$ cat src/nlms_pkg.sv
// nlms_pkg: shared types and constants of the nlms echo canceller
// used by nlms_ctrl, nlms_dp and nlms_echo_canceller; no dependencies
package nlms_pkg;

   // register indexes of the configuration port
   localparam logic [1:0] CSR_STEP_SIZE   = 2'd0;
   localparam logic [1:0] CSR_TAPS_IN_USE = 2'd1;

   localparam logic [15:0] STEP_SIZE_RESET   = 16'd6554;
   localparam logic [6:0]  TAPS_IN_USE_RESET = 7'd64;

   localparam int FRAC_BITS = 28;
   localparam int DIV_STEPS = 64;

   // commands from the controller to the datapath
   typedef struct packed {
      logic clr;        // write zeros to both stores at the index
      logic accept;     // take a transaction, push the reference sample
      logic issue;      // read tap at the index
      logic upd;        // pass is a coefficient update (else dot product)
      logic err_calc;   // form the error
      logic load_rsp;   // load the result register
      logic mul_lo;     // low partial product of mu * |e|
      logic mul_hi;     // high partial product, load the divider
      logic div_step;   // one restoring division step
   } dp_cmd_type;

   typedef struct packed {
      logic out_free;   // result register can take a result
   } dp_sts_type;

endpackage

$ cat src/nlms_ctrl.sv
// nlms_ctrl: sequencing state machine of the nlms echo canceller
// depends on nlms_pkg
module nlms_ctrl #(
   parameter int MAX_TAPS = 64,
   localparam int CW  = ($clog2(MAX_TAPS + 2) > 7) ? $clog2(MAX_TAPS + 2) : 7,
   localparam int AIW = (MAX_TAPS > 1) ? $clog2(MAX_TAPS) : 1
) (
   input  logic                     clock,
   input  logic                     reset,
   input  logic                     req_tvalid,
   output logic                     req_tready,
   input  logic [CW-1:0]            taps_n,
   input  nlms_pkg::dp_sts_type     sts,
   output nlms_pkg::dp_cmd_type     cmd,
   output logic [AIW-1:0]           idx
);
   typedef enum logic [8:0] {
      ST_CLEAR = 9'b000000001,
      ST_IDLE  = 9'b000000010,
      ST_MAC   = 9'b000000100,
      ST_ERR   = 9'b000001000,
      ST_OUT   = 9'b000010000,
      ST_MULLO = 9'b000100000,
      ST_MULHI = 9'b001000000,
      ST_DIV   = 9'b010000000,
      ST_UPD   = 9'b100000000
   } state_type;

   state_type      state_ff, state_in;
   logic [CW-1:0]  cnt_ff, cnt_in;
   logic           pass_done;

   assign pass_done = (cnt_ff == taps_n + CW'(1));
   assign idx       = cnt_ff[AIW-1:0];

   always_comb begin
      state_in = state_ff;
      cnt_in   = cnt_ff + CW'(1);
      cmd      = '0;
      req_tready = 1'b0;
      unique case (state_ff)
         ST_CLEAR: begin
            cmd.clr = 1'b1;
            if (cnt_ff == CW'(MAX_TAPS - 1)) begin
               state_in = ST_IDLE;
               cnt_in   = '0;
            end
         end
         ST_IDLE: begin
            req_tready = 1'b1;
            cnt_in     = '0;
            if (req_tvalid) begin
               cmd.accept = 1'b1;
               state_in   = ST_MAC;
            end
         end
         ST_MAC: begin
            cmd.issue = (cnt_ff < taps_n);
            if (pass_done) begin
               state_in = ST_ERR;
               cnt_in   = '0;
            end
         end
         ST_ERR: begin
            cmd.err_calc = 1'b1;
            state_in     = ST_OUT;
         end
         ST_OUT: begin
            if (sts.out_free) begin
               cmd.load_rsp = 1'b1;
               state_in     = ST_MULLO;
            end
         end
         ST_MULLO: begin
            cmd.mul_lo = 1'b1;
            state_in   = ST_MULHI;
         end
         ST_MULHI: begin
            cmd.mul_hi = 1'b1;
            state_in   = ST_DIV;
            cnt_in     = '0;
         end
         ST_DIV: begin
            cmd.div_step = 1'b1;
            if (cnt_ff == CW'(nlms_pkg::DIV_STEPS - 1)) begin
               state_in = ST_UPD;
               cnt_in   = '0;
            end
         end
         ST_UPD: begin
            cmd.upd   = 1'b1;
            cmd.issue = (cnt_ff < taps_n);
            if (pass_done) begin
               state_in = ST_IDLE;
               cnt_in   = '0;
            end
         end
         default: begin
            state_in = ST_CLEAR;
            cnt_in   = '0;
         end
      endcase
   end

   always_ff @(posedge clock) begin
      if (reset) begin
         state_ff <= ST_CLEAR;
         cnt_ff   <= '0;
      end else begin
         state_ff <= state_in;
         cnt_ff   <= cnt_in;
      end
   end

endmodule

$ cat config.mk
export PLATFORM = sky130hd
export DESIGN_NAME = nlms_ctrl
export DESIGN_NICKNAME = d
export VERILOG_FILES = /design/src/nlms_pkg.sv /design/src/nlms_ctrl.sv
export SDC_FILE = /design/constraint.sdc
export NUM_CORES = 1
export LEC_CHECK = 0
export ABC_AREA = 1
export BUFFER_PORTS_ARGS = -buffer_cell sky130_fd_sc_hd__buf_4
export CAP_MARGIN = 15
export CORE_AREA = 2 2 52 67
export CTS_CLUSTER_SIZE = 12
export DETAILED_ROUTE_END_ITERATION = 10
export DIE_AREA = 0 0 54 69
export HOLD_SLACK_MARGIN = 0.08
export PLACE_DENSITY = 0.7
export SETUP_SLACK_MARGIN = 0.4
export SYNTH_ARGS = -nofsm -noshare
export SYNTH_HDL_FRONTEND = slang
export SYNTH_SLANG_ARGS = --single-unit
$ cat constraint.sdc
create_clock -name clock -period 2.2 [get_ports clock]
set_clock_uncertainty 0.15 [all_clocks]
set_input_delay 0.11 -clock clock [delete_from_list [all_inputs] [get_ports clock]]
set_output_delay 0.11 -clock clock [all_outputs]
set_load 0.1 [all_outputs]
==> results.sh, run 1 <==
export IMPL_status="finished, final reports clean"
export IMPL_crit_path_start_kind="flip-flop"
export IMPL_dp_slack_ns=0.193
export IMPL_p_leak_nw=0.933
export IMPL_ant_nets=0
export IMPL_grt_total_usage_pct=20.2
export IMPL_num_rows=23
export IMPL_async_flop_share_pct=0
export IMPL_synth_seq_cells=16
export IMPL_r2r_worst_path_cells=9
export IMPL_die_area_um2=3730
export IMPL_reg2reg_to="cnt_ff[0]$_SDFF_PP0_"
export IMPL_tightest_slew_ns=0.310
export IMPL_hpwl_um=2310
export IMPL_ir_drop_mv=0.738
export IMPL_ff2ff_setup_slack_ns=0.29
export IMPL_vias=1405
export IMPL_netlist_area_um2=1340
export IMPL_pin_count=27
export IMPL_synth_nets=218
export IMPL_cts_num_sinks=16
export IMPL_grt_max_degree=9
export IMPL_routedWlPerCell_um=13.3
export IMPL_slew_headroom_pct=79.1
export IMPL_hold_path_depth=5
export IMPL_reg2reg_from="cnt_ff[0]$_SDFF_PP0_"
export IMPL_setup_viol=0
export IMPL_setup_ws_ns=0.187
export IMPL_grt_setup_unrepaired="true"
export IMPL_cts_clk_slew_worst_paths_ns=0.06
export IMPL_critPathCaptureType="output pin"
export IMPL_dp_cells=255
export IMPL_grt_overflow_total=0
export IMPL_drcViolationCount=0
export IMPL_cts_root_buf="clkbuf_8"
export IMPL_cts_max_path_buffers=2
export IMPL_vias_per_cell=5.13
export IMPL_ys_types=33
export IMPL_antenna_found_initial=0
export IMPL_ys_seq_area_share_pct=23.9
export IMPL_die_x_um=54
export IMPL_die_h_um=69
export IMPL_syn_avg_cell_area_um2=6.78
export IMPL_crit_path_max_fanout=4
export IMPL_start_util_pct=43.2
export IMPL_first_pass_iters=4
export IMPL_coreArea_um2=3110
export IMPL_fillers=254
export IMPL_port_buffers=26
export IMPL_slew_violations=0
export IMPL_critPathRequiredTime_ns=1.94
export IMPL_place_gp_congestion=0.827
export IMPL_synth_edf_count=0
export IMPL_insertion_delay_ns=0.26
export IMPL_synthTopCellsByArea="dfxtp_1 (24%), inv_1 (8.9%), ha_1 (8.4%), nor2_1 (7.8%), nand2_1 (7.3%)"
export IMPL_holdWs_ns=0.337
export IMPL_synth_ff_type="dfxtp_1"
export IMPL_cp_arrival_ns=1.75
export IMPL_worst_hold_startpoint="req_tvalid"
export IMPL_hold_end="state_ff[5]$_SDFFE_PP0P_"
export IMPL_hold_path_class="in2reg"
export IMPL_cts_buffers_inserted=3
export IMPL_tritoncts="yes"
export IMPL_hold_violations=0
export IMPL_cts_htree_levels=1
export IMPL_synth_top_area_share_pct=23.9
export IMPL_layout_min_cycle_time_ns=2.01
export IMPL_synth_top_area_cell="dfxtp_1"
export IMPL_drv_cap=0
export IMPL_wl_um=3650
export IMPL_min_period_over_period_pct=91.5
export IMPL_fmax_mhz=497
export IMPL_path_class="reg2out"
export IMPL_ys_warn_count=0
export IMPL_diodes=0
export IMPL_area_delta_synth_final_pct=54.7
export IMPL_instances_no_fill=274
export IMPL_drtIter0Drc=34
export IMPL_synth_cells=198
export IMPL_grt_pass1_vias=1370
export IMPL_power_density_nw_per_um2=1100
export IMPL_drive_gt1_share_pct=47.3
export IMPL_grt_pass1_wl_um=5590
export IMPL_fin_nets=259
[state kept, by name, indices dropped and copies added, names as in the netlist]
name      flops
cnt_ff        7
state_ff      9
[cells in the mapped netlist, types with 4 or more instances]
library cell and n:
buf_4 7, nor2_1 28, xor2_1 4, a21oi_1 4, dfxtp_1 16, nor2_2 9
nand2_2 5, inv_2 5, ha_1 9, nand4_1 4, nor3_1 8, nand3_1 16
inv_1 32, nand2_1 26
[through the flow]
step                instance area, um^2  power, mW  setup TNS, ns  util (%)
floorplan                          1410       1.46         -0.769         -
global placement                   1610       1.61              0      51.7
detailed placement                 1610       1.61              0      51.7
CTS                                1880       2.05              0      60.5
global route                       2080       2.45              0      66.8
finish                             2080       2.29              0      66.8
[worst max path at each step]
stage                             startpoint                       end  slack [ns]  cells after the start
finish              state_ff[2]$_SDFFE_PP0P_                    cmd[6]        0.19                     10
detailed placement      cnt_ff[0]$_SDFF_PP0_  state_ff[8]$_SDFFE_PP0P_        0.19                     11
global route            cnt_ff[0]$_SDFF_PP0_      cnt_ff[5]$_SDFF_PP0_        0.08                     11
CTS                     cnt_ff[2]$_SDFF_PP0_                    cmd[6]        0.05                      8
global placement        cnt_ff[0]$_SDFF_PP0_  state_ff[2]$_SDFFE_PP0P_        0.22                     11
floorplan           state_ff[3]$_SDFFE_PP0P_                    cmd[6]       -0.32                      9
[layer usage]
metal,up-vias,share of wire (%),GRT usage [%],routed length [um]
met2,34,54,35.5,1990
met4,0,4.9,14.4,180
li1,714,-,-,-
met5,-,0,0,0
met3,16,3.1,2.38,112
met1,641,38,20.4,1370
[what timing repair did]
| action | in CTS | in global routing |
|---|---|---|
| gates cloned | 1 | 0 |
| pin swaps | 15 | 26 |
| gates resized for setup | 42 | 36 |
| hold endpoints to repair | 3 | 0 |
| hold buffers | 1 | 0 |
| setup endpoints to repair | 23 | 25 |
| setup buffers | 6 | 8 |
[power by group]
group	leakage [nW]	switching, mW	internal, mW
Combinational	0.776	1.07	0.548
Clock	0.0216	0.103	0.122
Sequential	0.136	0.0838	0.360
Total	0.933	1.26	1.03
[placed cells by master, fill, tap and decap left out, types with 7 or more instances in the layout]
cell type / synthesis / layout
nand2_2: 5 / 7
nand2_1: 26 / 22
dfxtp_2: 0 / 9
buf_4: 7 / 29
buf_12: 0 / 8
nor2_2: 9 / 9
inv_1: 32 / 30
nand3_1: 16 / 13
nor2_1: 28 / 20
nor2_4: 2 / 10
[cell type report]
type | instances | area (um^2) | share of cell area (%)
clock buffers | 3 | 41.3 | 1.99
inverters | 38 | 148 | 7.11
flip-flops and latches | 16 | 343 | 16.5
multi-input cells | 137 | 1050 | 50.6
well taps | 37 | 46.3 | 2.23
repair buffers | 43 | 448 | 21.6
[worst max-delay path: stages, from the launching register on]
cell and delay, ns:
dfxtp_2 0.34, nor2_4 0.15, inv_2 0.07, nor2_4 0.13, inv_2 0.07, nor3_4 0.22
inv_2 0.05, nand2_2 0.08, nand2_2 0.07, a21oi_4 0.13, buf_12 0.19
[cell families (layout without fill, tap and decap cells)]
group,after synthesis,in the layout,synth area share [%]
simple gates,106,107,40.0
fa+ha+maj,9,9,8.39
buf+inv,46,84,15.4
compound gates,14,14,6.80
flops,16,16,23.9
xor+xnor,7,7,5.59
Power figures use the tool's default switching activity.
==> inputs of run 2 (changes only) <==
Clock period 2.2 ns to 2.58 ns, I/O delays scaled along.
==> run 2 against run 1 <==
Sequential cell count unchanged. Cell area down 18%. Count of clock-buffer cells in the layout up 1. Global-route usage down 3.5 points. Setup slack better by 0.30 ns. Register-to-register slack better by 0.36 ns.
==> results.sh, run 2 (synthesis gave the netlist of run 1 again) <==
export IMPL_crit_path_start_kind="flip-flop"
export IMPL_min_period_over_period_pct=81.1
export IMPL_first_pass_iters=4
export IMPL_fin_util_pct=54.5
export IMPL_setup_tns_ns=0
export IMPL_critPathRequiredTime_ns=2.30
export IMPL_setup_ws_ns=0.487
export IMPL_die_area_um2=3730
export IMPL_cp_arrival_ns=1.81
export IMPL_cp_cell_sequence="ha_4 -> a21oi_2 -> o21ai_1 -> a21oi_1 -> o21bai_1 -> a21o_1 -> a21oi_4 -> buf_12"
export IMPL_fillers=313
export IMPL_netSwitchingPower_mw=0.874
export IMPL_drcViolationCount=0
export IMPL_setup_viol=0
export IMPL_grt_pass1_vias=1244
export IMPL_crit_path_max_fanout=6
export IMPL_num_rows=23
export IMPL_slew_violations=0
export IMPL_seqPwrFrac_pct=22.7
export IMPL_cts_buffers_inserted=3
export IMPL_routedWlPerCell_um=11.1
export IMPL_layout_min_cycle_time_ns=2.09
export IMPL_drtIter0Drc=28
export IMPL_status="finished, final reports clean"
export IMPL_drv_cap=0
export IMPL_layout_common_cells="inv_1 (32), buf_4 (26), nand2_1 (25), nor2_1 (25), nand3_1 (16)"
export IMPL_dp_slack_ns=0.534
export IMPL_cp_slowest_stage_delay_ns=0.38
export IMPL_cts_htree_levels=1
export IMPL_slew_headroom_pct=76.9
export IMPL_cts_clk_slew_worst_paths_ns=0.06
export IMPL_vias_per_cell=5.00
export IMPL_insertion_delay_ns=0.25
export IMPL_hpwl_um=2350
export IMPL_p_int_mw=0.729
export IMPL_slowest_stage="dfxtp_4"
export IMPL_coreArea_um2=3110
export IMPL_grt_setup_unrepaired="false"
export IMPL_grt_max_degree=12
export IMPL_ir_drop_mv=0.533
export IMPL_fin_nets=243
export IMPL_die_h_um=69
export IMPL_pin_count=27
export IMPL_critPathTopFamily="compound AO/OA/AOI/OAI gates"
export IMPL_hold_path_class="in2reg"
export IMPL_pwr_share_clk_pct=13.6
export IMPL_swShare_pct=54.5
export IMPL_grt_total_usage_pct=16.6
export IMPL_p_comb_share_pct=63.7
export IMPL_port_buffers=26
export IMPL_wl_um=2870
export IMPL_top_register="state_ff"
export IMPL_critPathCaptureType="output pin"
export IMPL_place_gp_congestion=0.862
export IMPL_drive_gt1_share_pct=32.0
export IMPL_largest_reg_flops=9
export IMPL_grt_pass1_wl_um=4860
export IMPL_tightest_slew_ns=0.344
export IMPL_cp_num_buf_inv=1
export IMPL_path_class="reg2out"
export IMPL_die_x_um=54
export IMPL_cts_num_sinks=16
export IMPL_reg_largest_list="state_ff (9), cnt_ff (7)"
export IMPL_cts_root_buf="clkbuf_8"
export IMPL_power_density_nw_per_um2=946
export IMPL_cts_max_path_buffers=2
export IMPL_diodes=0
export IMPL_start_util_pct=43.2
export IMPL_tritoncts="yes"
export IMPL_grt_overflow_total=0
export IMPL_final_common_cell="inv_1"
export IMPL_fmax_mhz=478
export IMPL_vias=1296
export IMPL_hold_violations=0
export IMPL_p_leak_nw=0.820
export IMPL_area_delta_synth_final_pct=26.3
export IMPL_ant_nets=0
export IMPL_power_mw=1.60
export IMPL_antenna_found_initial=0
run 2: tightest hold or removal path, cell delays in order:
cell and delay (ns):
buf_4 0.08, o22ai_1 0.06, inv_1 0.13, nand4_1 0.10, nand2_1 0.06, nor2_1 0.03
run 2: final timing paths:
kind	startpoint	to	slack, ns	depth (start not counted)
max	cnt_ff[2]$_SDFF_PP0_	cmd[6]	0.49	8
min	req_tvalid	state_ff[1]$_SDFFE_PP0P_	0.23	6
min reg2reg	cnt_ff[0]$_SDFF_PP0_	cnt_ff[0]$_SDFF_PP0_	0.33	1
max reg2reg	cnt_ff[0]$_SDFF_PP0_	state_ff[8]$_SDFFE_PP0P_	0.65	11
run 2: layout make-up:
class	instances	area (um^2)	area share, %
inverters	38	143	8.41
flip-flops and latches	16	328	19.3
repair buffers	28	225	13.3
well taps	37	46.3	2.73
clock buffers	4	55.1	3.25
multi-input cells	136	898	53.0
run 2: repair_timing:
action / CTS / global route
pin swaps: 0 / 5
hold buffers: 1 / 0
gates cloned: 0 / 0
gates resized for setup: 3 / 7
endpoints found under the hold margin: 3 / 0
setup buffers: 0 / 1
endpoints found under the setup margin: 1 / 7
run 2: power groups by stage:
stage	Clock, mW	Sequential [mW]	Combinational, mW
4_1_cts	0.222	0.364	1.01
3_5_place_dp	0	0.370	0.996
5_1_grt	0.236	0.374	1.12
2_1_floorplan	0	0.357	0.886
6_report	0.218	0.364	1.02
3_3_place_gp	0	0.367	0.990
run 2: metrics by stage:
step / hold WS [ns] / cell area (um^2) / instances
after global placement: 0.192 / 1580 / 253
after CTS: 0.205 / 1660 / 258
after global routing: 0.282 / 1700 / 259
after floorplan: 0.0487 / 1400 / 198
after detailed placement: 0.188 / 1580 / 253
final: 0.234 / 1700 / 259
run 2: per-layer routing:
layer  wire length [um]  up-vias  global-route usage (%)  part of all wire, %
met4                 53        0                    5.83                  1.8
li1                   -      671                       -                    -
met1               1150      589                    17.9                   40
met5                  0        -                       0                    0
met2               1580       28                    31.2                   55
met3                 90        8                    1.95                  3.1
